[src/rtl/core/tgs_pkg.sv]
`timescale 1ns / 1ps
package tgs_pkg;

  localparam int DIM_X = 64;
  localparam int DIM_Y = 64;
  localparam int DIM_Z = 64;

  localparam int DIM_MAX   = (DIM_X > DIM_Y) ? ((DIM_X > DIM_Z) ? DIM_X : DIM_Z)
                                             : ((DIM_Y > DIM_Z) ? DIM_Y : DIM_Z);
  localparam int IDX_W     = $clog2(DIM_MAX);
  localparam int VOX_DEPTH = DIM_X * DIM_Y * DIM_Z;
  localparam int ADDR_W    = $clog2(VOX_DEPTH);

  typedef logic [IDX_W-1:0]  idx_t;
  typedef logic [ADDR_W-1:0] addr_t;
  typedef logic signed [15:0] voxel_t;
  typedef logic [16:0]       wgt_t;    // 0 .. 1.0 with 16 fraction bits
  typedef logic [8:0]        dim_t;

  localparam wgt_t HALF_Q16 = 17'd32768;

  localparam logic [31:0] CPU_RESET  = 32'h0001_0000;
  localparam logic [26:0] DIMS_RESET = {9'(DIM_Z), 9'(DIM_Y), 9'(DIM_X)};

  typedef enum logic {
    CMD_WRITE = 1'b0,
    CMD_QUERY = 1'b1
  } cmd_e;

  typedef enum logic [2:0] {
    CFG_ORIGIN_X = 3'd0,
    CFG_ORIGIN_Y = 3'd1,
    CFG_ORIGIN_Z = 3'd2,
    CFG_CPU_X    = 3'd3,
    CFG_CPU_Y    = 3'd4,
    CFG_CPU_Z    = 3'd5,
    CFG_DIMS     = 3'd6
  } cfg_idx_e;

  typedef enum logic [3:0] {
    ST_IDLE,
    ST_MUL_LO,
    ST_MUL_HI,
    ST_CLAMP,
    ST_READ,
    ST_DRAIN,
    ST_LERP_Y0,
    ST_LERP_Y1,
    ST_LERP_X,
    ST_FINISH
  } state_e;

  typedef struct packed {
    logic load;
    logic mul_lo;
    logic mul_hi;
    logic clamp;
  } axis_ctrl_t;

  function automatic dim_t dim_sat(dim_t d, dim_t dmax);
    if (d == 9'd0) return 9'd1;
    if (d > dmax) return dmax;
    return d;
  endfunction

  function automatic addr_t voxel_addr(idx_t x, idx_t y, idx_t z);
    logic [31:0] lin;
    lin = 32'(x) * 32'(DIM_Y * DIM_Z) + 32'(y) * 32'(DIM_Z) + 32'(z);
    return ADDR_W'(lin);
  endfunction

endpackage

[src/rtl/core/tgs_axis.sv]
`timescale 1ns / 1ps
module tgs_axis import tgs_pkg::*; (
  input  logic        clk_i,
  input  axis_ctrl_t  ctrl_i,
  input  logic [31:0] point_i,
  input  logic [31:0] origin_i,
  input  logic [31:0] cpu_i,
  input  dim_t        dim_i,
  output idx_t        lo_o,
  output idx_t        hi_o,
  output wgt_t        t_o
);

  logic signed [32:0] diff_q;
  logic signed [64:0] acc_q;
  logic [47:0]        prod_lo;
  logic signed [49:0] prod_hi;
  logic signed [32:0] ip;
  logic [15:0]        frac;
  logic               upper;
  logic signed [33:0] ip_w;
  logic signed [33:0] a_w;
  logic signed [33:0] b_w;
  wgt_t               t_d;
  idx_t               lo_q;
  idx_t               hi_q;
  wgt_t               t_q;

  function automatic idx_t clamp_idx(logic signed [33:0] v, dim_t dim);
    logic signed [33:0] dim_w;
    dim_w = $signed({25'd0, dim});
    if (v < 34'sd0) return '0;
    if (v >= dim_w) return IDX_W'(dim - 9'd1);
    return IDX_W'(v);
  endfunction

  // Signed 33 x unsigned 32 product in two halves of the difference.
  assign prod_lo = diff_q[15:0] * cpu_i;
  assign prod_hi = $signed(diff_q[32:16]) * $signed({1'b0, cpu_i});

  // Grid coordinate is the product floored to 16 fraction bits.
  assign ip    = acc_q[64:32];
  assign frac  = acc_q[31:16];
  assign ip_w  = 34'(ip);
  assign upper = {1'b0, frac} > HALF_Q16;
  assign t_d   = upper ? ({1'b0, frac} - HALF_Q16) : ({1'b0, frac} + HALF_Q16);
  assign a_w   = upper ? ip_w : (ip_w - 34'sd1);
  assign b_w   = upper ? (ip_w + 34'sd1) : ip_w;

  always_ff @(posedge clk_i) begin
    if (ctrl_i.load) begin
      diff_q <= $signed({point_i[31], point_i}) - $signed({origin_i[31], origin_i});
    end
    if (ctrl_i.mul_lo) begin
      acc_q <= $signed({17'd0, prod_lo});
    end else if (ctrl_i.mul_hi) begin
      acc_q <= acc_q + (65'(prod_hi) <<< 16);
    end
    if (ctrl_i.clamp) begin
      lo_q <= clamp_idx(a_w, dim_i);
      hi_q <= clamp_idx(b_w, dim_i);
      t_q  <= t_d;
    end
  end

  assign lo_o = lo_q;
  assign hi_o = hi_q;
  assign t_o  = t_q;

endmodule

[config.mk]
export PLATFORM = sky130hd
export DESIGN_NAME = tgs_axis
export DESIGN_NICKNAME = d
export VERILOG_FILES = /design/src/rtl/core/tgs_pkg.sv /design/src/rtl/core/tgs_axis.sv
export SDC_FILE = /design/constraint.sdc
export NUM_CORES = 2
export LEC_CHECK = 0
export BUFFER_PORTS_ARGS = -buffer_cell sky130_fd_sc_hd__buf_2
export CORE_AREA = 8 8 341 244
export DETAILED_ROUTE_END_ITERATION = 7
export DIE_AREA = 0 0 349 252
export HOLD_SLACK_MARGIN = 0.08
export PLACE_DENSITY = 0.71
export SLEW_MARGIN = 10
export SYNTH_ARGS = -nofsm -noshare
export SYNTH_HDL_FRONTEND = slang
export SYNTH_SLANG_ARGS = --single-unit
export TNS_END_PERCENT = 1
[constraint.sdc]
create_clock -name clk_i -period 10 [get_ports clk_i]
set_input_delay 1 -clock clk_i [delete_from_list [all_inputs] [get_ports clk_i]]
set_output_delay 1 -clock clk_i [all_outputs]
set_load 0.01 [all_outputs]
==> flow_metrics.tcl <==
set metrics [dict create \
    drtIter0Drc 2898 \
    syn-cell-area_mm2 0.0423 \
    status "finished clean" \
    rsz0062_at_grt "no" \
    fin_setup_tns_ps 0 \
    hp-class "reg2reg" \
    clk_pin_slew_ps 100 \
    setup_viol 0 \
    r2r-start "diff_q[19]$_DFFE_PP_" \
    fin_nets 6187 \
    core_area_mm2 0.0778 \
    routabilityCongestion 0.951 \
    cp-endpoint "acc_q[64]$_SDFFE_PP0P_" \
    ys_async_sr_fraction_pct 0 \
    clkSinkCount 111 \
    rows 86 \
    ios 139 \
    synth-seq-area-share_pct 7.47 \
    grt_pass1_wl_um 184000 \
    criticalPathCategory "reg2reg" \
    avgSynthCellArea_um2 8.77 \
    fin_worst_skew_ps 20.5 \
    worst_setup_path_end_kind "register" \
    synth-main-ff-cell "edfxtp_1" \
    yosys.area.top_type "fa_1" \
    cts_hold_buf 0 \
    syn_nets 6179 \
    n_fill_cell 7033 \
    vias 33000 \
    cpPeakStageDelay_ps 890 \
    clockBufferDepth 2 \
    dieArea_mm2 0.0879 \
    crit_family "adder cells" \
    cap_violations 0 \
    wl_per_cell_um 19.4 \
    r2r_setup_slack_ps 480 \
    crit_fanout 13 \
    post_cts_buffers 0 \
    cts_tree "yes" \
    grt_pass1_vias 33400 \
    port_buffers 138 \
    root_buffer "clkbuf_16" \
    drt_pass1_iterations 7 \
    die_x_um 349 \
    dp_hpwl_um 95900 \
    critical_path.most_common_cell "fa_1" \
    clk_latency_ps 420 \
    slew_violations 0 \
    htree_levels 3 \
    via_per_inst 5.59 \
    crit_cells 33 \
    overflow 0 \
    ys_seq_elements 111 \
    synth_top_area_share_pct 41.0 \
    grt_usage_pct 26.2 \
    crit_required_ps 10350 \
    start_util_pct 54.4 \
    synth-edff-count 94 \
    tightest_slew_ps 1200 \
    max-slew-margin-rel_pct 19.7 \
    numCtsBuffers 9 \
    grt_max_degree 59 \
    die_y_um 252 \
    period_needed_ps 9520 \
    hold_violations 0 \
    netlist_instances 4827 \
    drc 0 \
    arrival_ps 9860 \
    reg2reg_depth 33 \
    final_layout_size_suffix_gt1_share_pct 6.03 \
    timing.rr.end "acc_q[64]$_SDFFE_PP0P_" \
    antenna_found_initial 18 \
    synth.distinct_cells 80 \
    ctsResizeCount 0 \
    fmax_mhz 105 \
    post-route-period-util_pct 95.2 \
    crit_start "diff_q[19]$_DFFE_PP_" \
    synth.area.top_cells "fa_1 41%, ha_1 11%, inv_1 8.8%" \
    crit_buf_inv 5 \
    drt_wl_total_um 114000 \
    cpMaxStageDelayCell "edfxtp_1" \
    yosys_warnings 0 \
    area_delta_synth_final_pct 4.84 \
    startpoint_type "register" \
    ant_nets 0 \
]
==> layout make-up <==
class | count | area (um^2) | share of cell area (%)
repair buffers | 240 | 1480 | 3.34
inverters | 995 | 3730 | 8.41
multi-input cells | 3478 | 34400 | 77.4
well taps | 1056 | 1320 | 2.98
clock inverters | 7 | 86.3 | 0.194
clock buffers | 9 | 225 | 0.507
diodes | 8 | 20.0 | 0.0451
flip-flops and latches | 111 | 3160 | 7.13
==> registers in the layout, summed over array words and instances, names as in the netlist <==
register and count:
acc_q 49, diff_q 33, t_o 17, lo_o 6, hi_o 6
==> through the flow <==
step	area, um^2	setup slack [ps]	instances	hold slack, ps	util (%)
after global placement	44100	315	5880	498	56.6
after global routing	44400	108	5899	544	57.0
after floorplan	42300	1050	4827	457	-
after CTS	44400	585	5896	531	57.0
after detailed placement	44100	209	5880	506	56.6
final	44400	485	5904	534	57.1
==> metal layers <==
metal  wire [um]  vias up  GRT usage [%]
li1            -    14800              -
met1       49200    16500           37.9
met2       49100     1497           38.9
met3       12800      189           7.04
met4        3100       18           7.10
met5         122        -              0
==> worst reg2reg max path, delay by kind of cell, from the launching register on <==
kind / cells / cell delay, ps
AO/OA/AOI/OAI: 14 / 3300
XOR/XNOR: 2 / 300
adder cells (fa/ha/maj): 8 / 3760
buffers and inverters: 5 / 590
flip-flops: 1 / 890
AND/OR/NAND/NOR: 4 / 610
==> layout by cell type (no fill, tap or decap), types with 17 or more instances in the layout <==
cell / n
inv_1: 995
fa_1: 868
nand2_1: 776
ha_1: 374
and2_1: 352
a21oi_1: 160
nor2_1: 158
buf_2: 138
xnor2_1: 107
buf_4: 100
a21o_1: 96
edfxtp_1: 94
o21ai_0: 89
xor2_1: 59
nand3_1: 42
nand4_1: 38
nand2b_1: 35
nor3_1: 35
mux2i_1: 23
nor2b_1: 20
o21a_1: 19
and3_1: 17
dfxtp_1: 17
==> Yosys cell counts, drive strengths merged, types with 40 or more instances <==
library cell  instances
a21o                 96
a21oi               160
and2                352
clkbuf              230
edfxtp               94
fa                  868
ha                  374
inv                 995
nand2               778
nand3                42
nand4                40
nor2                159
o21ai                93
xnor2               107
xor2                 59
==> cell families after synthesis <==
kind of cell,Yosys count,share of synthesized area [%]
xor+xnor,166,3.43
flops,111,7.47
buf+inv,1238,11.4
fa+ha+maj,1242,52.1
mux,25,0.597
compound gates,504,7.67
simple gates,1541,17.3
==> worst min path at each step <==
stage | start | endpoint | cells after the start
2_1_floorplan | acc_q[29]$_DFFE_PP_ | t_o[13]$_DFFE_PP_ | 0
3_3_place_gp | acc_q[23]$_DFFE_PP_ | t_o[7]$_DFFE_PP_ | 0
3_5_place_dp | acc_q[23]$_DFFE_PP_ | t_o[7]$_DFFE_PP_ | 0
4_1_cts | acc_q[23]$_DFFE_PP_ | t_o[7]$_DFFE_PP_ | 0
5_1_grt | acc_q[21]$_DFFE_PP_ | t_o[5]$_DFFE_PP_ | 0
6_report | acc_q[29]$_DFFE_PP_ | t_o[13]$_DFFE_PP_ | 0
Power is left out: the tool's default activity adds up to more than one toggle a clock period on the data nets, which glitch-free logic cannot reach.
