$ cat config.mk
export PLATFORM = sky130hd
export DESIGN_NAME = tgs_lerp
export DESIGN_NICKNAME = d
export VERILOG_FILES = /design/src/rtl/core/tgs_pkg.sv /design/src/rtl/core/tgs_lerp.sv
export SDC_FILE = /design/constraint.sdc
export NUM_CORES = 1
export LEC_CHECK = 0
export BUFFER_PORTS_ARGS = -buffer_cell sky130_fd_sc_hd__buf_4
export CAP_MARGIN = 20
export CORE_MARGIN = 2
export CORE_UTILIZATION = 35
export DETAILED_ROUTE_END_ITERATION = 10
export PLACE_DENSITY = 0.63
export SLEW_MARGIN = 10
export SYNTH_ARGS = -nofsm -noshare
export SYNTH_HDL_FRONTEND = slang
export SYNTH_SLANG_ARGS = --single-unit
export TNS_END_PERCENT = 100
$ cat constraint.sdc
create_clock -name clk_i -period 9.1 [get_ports clk_i]
set_clock_uncertainty 0.1 [all_clocks]
set_input_delay 1.365 -clock clk_i [delete_from_list [all_inputs] [get_ports clk_i]]
set_output_delay 1.365 -clock clk_i [all_outputs]
set_load 0.02 [all_outputs]
$ cat src/rtl/core/tgs_pkg.sv
`timescale 1ns / 1ps
package tgs_pkg;

  localparam int DIM_X = 64;
  localparam int DIM_Y = 64;
  localparam int DIM_Z = 64;

  localparam int DIM_MAX   = (DIM_X > DIM_Y) ? ((DIM_X > DIM_Z) ? DIM_X : DIM_Z)
                                             : ((DIM_Y > DIM_Z) ? DIM_Y : DIM_Z);
  localparam int IDX_W     = $clog2(DIM_MAX);
  localparam int VOX_DEPTH = DIM_X * DIM_Y * DIM_Z;
  localparam int ADDR_W    = $clog2(VOX_DEPTH);

  typedef logic [IDX_W-1:0]  idx_t;
  typedef logic [ADDR_W-1:0] addr_t;
  typedef logic signed [15:0] voxel_t;
  typedef logic [16:0]       wgt_t;    // 0 .. 1.0 with 16 fraction bits
  typedef logic [8:0]        dim_t;

  localparam wgt_t HALF_Q16 = 17'd32768;

  localparam logic [31:0] CPU_RESET  = 32'h0001_0000;
  localparam logic [26:0] DIMS_RESET = {9'(DIM_Z), 9'(DIM_Y), 9'(DIM_X)};

  typedef enum logic {
    CMD_WRITE = 1'b0,
    CMD_QUERY = 1'b1
  } cmd_e;

  typedef enum logic [2:0] {
    CFG_ORIGIN_X = 3'd0,
    CFG_ORIGIN_Y = 3'd1,
    CFG_ORIGIN_Z = 3'd2,
    CFG_CPU_X    = 3'd3,
    CFG_CPU_Y    = 3'd4,
    CFG_CPU_Z    = 3'd5,
    CFG_DIMS     = 3'd6
  } cfg_idx_e;

  typedef enum logic [3:0] {
    ST_IDLE,
    ST_MUL_LO,
    ST_MUL_HI,
    ST_CLAMP,
    ST_READ,
    ST_DRAIN,
    ST_LERP_Y0,
    ST_LERP_Y1,
    ST_LERP_X,
    ST_FINISH
  } state_e;

  typedef struct packed {
    logic load;
    logic mul_lo;
    logic mul_hi;
    logic clamp;
  } axis_ctrl_t;

  function automatic dim_t dim_sat(dim_t d, dim_t dmax);
    if (d == 9'd0) return 9'd1;
    if (d > dmax) return dmax;
    return d;
  endfunction

  function automatic addr_t voxel_addr(idx_t x, idx_t y, idx_t z);
    logic [31:0] lin;
    lin = 32'(x) * 32'(DIM_Y * DIM_Z) + 32'(y) * 32'(DIM_Z) + 32'(z);
    return ADDR_W'(lin);
  endfunction

endpackage

$ cat src/rtl/core/tgs_lerp.sv
`timescale 1ns / 1ps
module tgs_lerp import tgs_pkg::*; (
  input  logic   clk_i,
  input  logic   en_i,
  input  voxel_t a_i,
  input  voxel_t b_i,
  input  wgt_t   t_i,
  output voxel_t y_o
);

  logic signed [16:0] diff;
  logic signed [34:0] prod;
  logic signed [18:0] step;
  logic signed [18:0] sum;
  voxel_t             y_q;

  // a + floor((b - a) * t / 2^16) equals the weighted sum floored
  assign diff = $signed({b_i[15], b_i}) - $signed({a_i[15], a_i});
  assign prod = diff * $signed({1'b0, t_i});
  assign step = prod[34:16];
  assign sum  = step + 19'(a_i);

  always_ff @(posedge clk_i) begin
    if (en_i) begin
      y_q <= sum[15:0];
    end
  end

  assign y_o = y_q;

endmodule

==> impl_metrics.xml <==
<?xml version="1.0" encoding="UTF-8"?>
<metrics>
  <group name="floorplan">
    <metric name="placementRows" unit="">65</metric>
    <metric name="core-area" unit="um2">31720</metric>
    <metric name="fp.dieH" unit="um">183.8</metric>
    <metric name="top_level_ports" unit="">67</metric>
    <metric name="initial_core_util" unit="%">35.66</metric>
    <metric name="fp.dieArea" unit="um2">33770</metric>
    <metric name="die_x" unit="um">183.8</metric>
  </group>
  <group name="worst_setup_path">
    <metric name="crit_path_max_incr_delay" unit="ps">540</metric>
    <metric name="timing.critical_path.mode_cell" unit="">sky130_fd_sc_hd__fa_1</metric>
    <metric name="critical_path.startpoint_type" unit="">input pin</metric>
    <metric name="crit_path_top_delay_cell" unit="">sky130_fd_sc_hd__fa_1</metric>
    <metric name="criticalPathCategory" unit="">in -&gt; reg</metric>
    <metric name="endpoint_kind" unit="">flop</metric>
    <metric name="cp_max_fo" unit="">4</metric>
    <metric name="required" unit="ps">9070</metric>
    <metric name="timing.critical_path.arrival" unit="ps">9820</metric>
  </group>
  <group name="placed_design">
    <metric name="detailedPlace.worstSlack" unit="ps">-1078</metric>
    <metric name="dp.cells" unit="">1893</metric>
    <metric name="place_congestion" unit="">0.8599</metric>
    <metric name="final_hpwl_from_detailed_placement" unit="um">24430</metric>
    <metric name="placement.io_buffers" unit="">66</metric>
    <metric name="postPlaceCellArea" unit="um2">13560</metric>
  </group>
  <group name="sta">
    <metric name="max_slew.worst_pin.slew" unit="ps">529.6</metric>
    <metric name="final.min_clock_period" unit="ps">9853</metric>
    <metric name="final-setup-viol-count" unit="">11</metric>
    <metric name="report.final.hold_viol_count" unit="">0</metric>
    <metric name="drv_slew" unit="">0</metric>
    <metric name="period_share" unit="%">108.3</metric>
    <metric name="clock.fmax" unit="MHz">101.5</metric>
    <metric name="unrepaired_setup_endpoints_after_global_routing" unit="">yes</metric>
    <metric name="fin_setup_tns" unit="ps">-5849</metric>
    <metric name="relSlewSlack" unit="%">64.44</metric>
    <metric name="timing.final.ws_setup" unit="ps">-753.0</metric>
  </group>
  <group name="run_status">
    <metric name="run_status" unit="">finished with violations</metric>
    <metric name="failed_checks" unit="">negative setup slack</metric>
  </group>
  <group name="yosys">
    <metric name="yosys.area_share.simple" unit="%">15.76</metric>
    <metric name="top_area_cells_in_the_synthesized_netlist" unit="">sky130_fd_sc_hd__fa_1 (40%), sky130_fd_sc_hd__ha_1 (15%), sky130_fd_sc_hd__inv_1 (11%)</metric>
    <metric name="synth_top_family_by_area" unit="">adder cells</metric>
    <metric name="synth_ff_type" unit="">sky130_fd_sc_hd__edfxtp_1</metric>
    <metric name="synth_async_sr_flop_share" unit="%">0</metric>
    <metric name="synth-edff-count" unit="">16</metric>
    <metric name="synth_cells" unit="">1309</metric>
    <metric name="synth-compound-area-share" unit="%">6.626</metric>
    <metric name="yosysUniqueCellTypes" unit="">59</metric>
    <metric name="netlist_area" unit="um2">11310</metric>
    <metric name="register_bit_count_reported_by_yosys" unit="">16</metric>
    <metric name="yosys-mux-area-fraction" unit="%">1.792</metric>
    <metric name="yosys.area.top_type_share" unit="%">39.82</metric>
    <metric name="synthesis.nets" unit="">1724</metric>
    <metric name="post-synth-top-area-cell" unit="">sky130_fd_sc_hd__fa_1</metric>
    <metric name="synth.avg_cell_area" unit="um2">8.641</metric>
    <metric name="ys.warnings.count" unit="">0</metric>
    <metric name="synth_xor_area_share" unit="%">3.396</metric>
    <metric name="synthesized_area_fraction_occupied_by_adder_cells" unit="%">55.20</metric>
    <metric name="synth.yosys.seq_area_share" unit="%">4.248</metric>
  </group>
  <group name="routing">
    <metric name="initialDrtViolationCount" unit="">370</metric>
    <metric name="wl" unit="um">29560</metric>
    <metric name="route.detailed.wl_per_inst" unit="um">15.45</metric>
    <metric name="drt_drc_violations_left" unit="">0</metric>
    <metric name="drt-vias-per-instance" unit="">4.797</metric>
    <metric name="vias" unit="">9177</metric>
    <metric name="firstDrtPassIters" unit="">5</metric>
    <metric name="postRouteAntennaNets" unit="">0</metric>
  </group>
  <group name="final_layout">
    <metric name="nNetsFinal" unit="">1927</metric>
    <metric name="multi_input_comb_area" unit="um2">9791</metric>
    <metric name="final_cells" unit="">1913</metric>
    <metric name="final_design_area_no_fill" unit="um2">14100</metric>
    <metric name="area_growth_from_synthesis_to_final_layout" unit="%">24.70</metric>
    <metric name="largest_register_ff_count" unit="">16</metric>
    <metric name="most-common-layout-cells" unit="">sky130_fd_sc_hd__inv_1 (324), sky130_fd_sc_hd__buf_4 (238), sky130_fd_sc_hd__fa_1 (221)</metric>
    <metric name="count_of_fill_cells_added_during_filler_insertion" unit="">3109</metric>
    <metric name="layout-drive-gt1-share" unit="%">22.96</metric>
    <metric name="mostFrequentLayoutCell" unit="">sky130_fd_sc_hd__inv_1</metric>
    <metric name="num_antenna_cells" unit="">0</metric>
    <metric name="sequential_cell_area" unit="um2">480.5</metric>
  </group>
  <group name="job">
    <metric name="maxCapViolCount" unit="">0</metric>
  </group>
  <group name="global_route">
    <metric name="globalRouteTotalUtil" unit="%">18.34</metric>
    <metric name="wire_length_of_the_first_global_routing_pass" unit="um">49020</metric>
    <metric name="maximum_number_of_pins_on_one_net_before_global_route_repair" unit="">21</metric>
    <metric name="globalRouteOverflowTotal" unit="">0</metric>
    <metric name="antenna_violations_before_repair" unit="">1</metric>
    <metric name="first_global_vias" unit="">9742</metric>
  </group>
  <group name="clock_network">
    <metric name="cts_hold_buf" unit="">0</metric>
    <metric name="clock_sink_count" unit="">16</metric>
    <metric name="ctsHtreeMaxLevel" unit="">1</metric>
    <metric name="cts.path.max_buffers" unit="">2</metric>
    <metric name="tritoncts.num_buffers" unit="">3</metric>
    <metric name="ctsRootBufferMaster" unit="">sky130_fd_sc_hd__clkbuf_16</metric>
    <metric name="tritoncts" unit="">built</metric>
    <metric name="path_clk_slew" unit="ps">50</metric>
  </group>
  <group name="worst_hold_path">
    <metric name="min_path_type" unit="">in -&gt; reg</metric>
  </group>
</metrics>
==> repair_timing <==
action                     4_1_cts  5_1_grt
buffers inserted                12        7
gates resized for setup         40       30
gates cloned                     1        0
setup endpoints to repair       11       13
pin swaps                       27       35
==> cells in the mapped netlist (2+ instances only) <==
| cell type | instances |
|---|---|
| sky130_fd_sc_hd__o211ai_1 | 8 |
| sky130_fd_sc_hd__buf_2 | 2 |
| sky130_fd_sc_hd__o21bai_1 | 9 |
| sky130_fd_sc_hd__o31a_1 | 3 |
| sky130_fd_sc_hd__a211oi_1 | 3 |
| sky130_fd_sc_hd__o21a_1 | 16 |
| sky130_fd_sc_hd__edfxtp_1 | 16 |
| sky130_fd_sc_hd__buf_1 | 7 |
| sky130_fd_sc_hd__a21o_1 | 6 |
| sky130_fd_sc_hd__nand2_1 | 190 |
| sky130_fd_sc_hd__o21ai_0 | 14 |
| sky130_fd_sc_hd__and3_1 | 2 |
| sky130_fd_sc_hd__fa_1 | 225 |
| sky130_fd_sc_hd__nand2b_1 | 4 |
| sky130_fd_sc_hd__mux2_2 | 8 |
| sky130_fd_sc_hd__a311oi_1 | 2 |
| sky130_fd_sc_hd__a21oi_1 | 29 |
| sky130_fd_sc_hd__or2_2 | 9 |
| sky130_fd_sc_hd__nor3b_1 | 2 |
| sky130_fd_sc_hd__xor2_1 | 6 |
| sky130_fd_sc_hd__mux2i_1 | 9 |
| sky130_fd_sc_hd__or3_1 | 2 |
| sky130_fd_sc_hd__inv_1 | 332 |
| sky130_fd_sc_hd__clkbuf_1 | 41 |
| sky130_fd_sc_hd__mux2_1 | 2 |
| sky130_fd_sc_hd__nor3_1 | 5 |
| sky130_fd_sc_hd__ha_1 | 139 |
| sky130_fd_sc_hd__and2_1 | 76 |
| sky130_fd_sc_hd__nor2b_1 | 37 |
| sky130_fd_sc_hd__o21ai_1 | 2 |
| sky130_fd_sc_hd__nand4_1 | 2 |
| sky130_fd_sc_hd__xnor2_1 | 36 |
| sky130_fd_sc_hd__nor2_1 | 37 |
| sky130_fd_sc_hd__nand3_1 | 3 |
==> layer usage <==
metal	vias to the layer above	part of all wire [%]	routed length (um)	GRT usage (%)
li1	4300	-	-	-
met1	4595	41	12210	24.10
met2	235	51	15060	32.08
met3	47	5.4	1582	2.239
met4	0	2.4	709	4.576
met5	-	0	0	0
==> through the flow <==
step	util (%)	hold WS (ps)
6_report	44.47	1395
5_1_grt	44.47	1395
4_1_cts	43.87	1394
3_5_place_dp	42.75	1658
3_3_place_gp	42.75	1661
2_1_floorplan	-	1378
==> cell families (layout without fill, tap and decap cells) <==
family / count (synthesis) / count (layout)
and+or+nand+nor: 375 / 375
buffers and inverters: 385 / 587
AOI/OAI and AO/OA: 107 / 107
xor gates and xnor gates: 43 / 43
muxes: 19 / 19
adders and majority gates: 364 / 364
DFF: 16 / 16
==> final timing paths <==
kind	slack, ps	start	to	cells past startpoint
max	-750	a_i[1]	y_o[14]	42
min	1390	en_i	y_o[15]	1
==> critical path, delay by kind of cell <==
family | cells | cell delay (ps)
compound gates | 14 | 2750
xor+xnor | 2 | 320
fa+ha+maj | 9 | 3780
buf+inv | 8 | 520
simple gates | 9 | 1060
==> cell type report <==
class                      count  area share, %
tap                          402          3.566
multi-input combinational    908          69.41
timing repair buffer         251          14.13
clock inverter                 1        0.02661
clock buffer                   3         0.5322
inverter                     332          8.924
sequential                    16          3.406
Power is left out: the tool's default activity adds up to more than one toggle a clock period on the data nets, which glitch-free logic cannot reach.
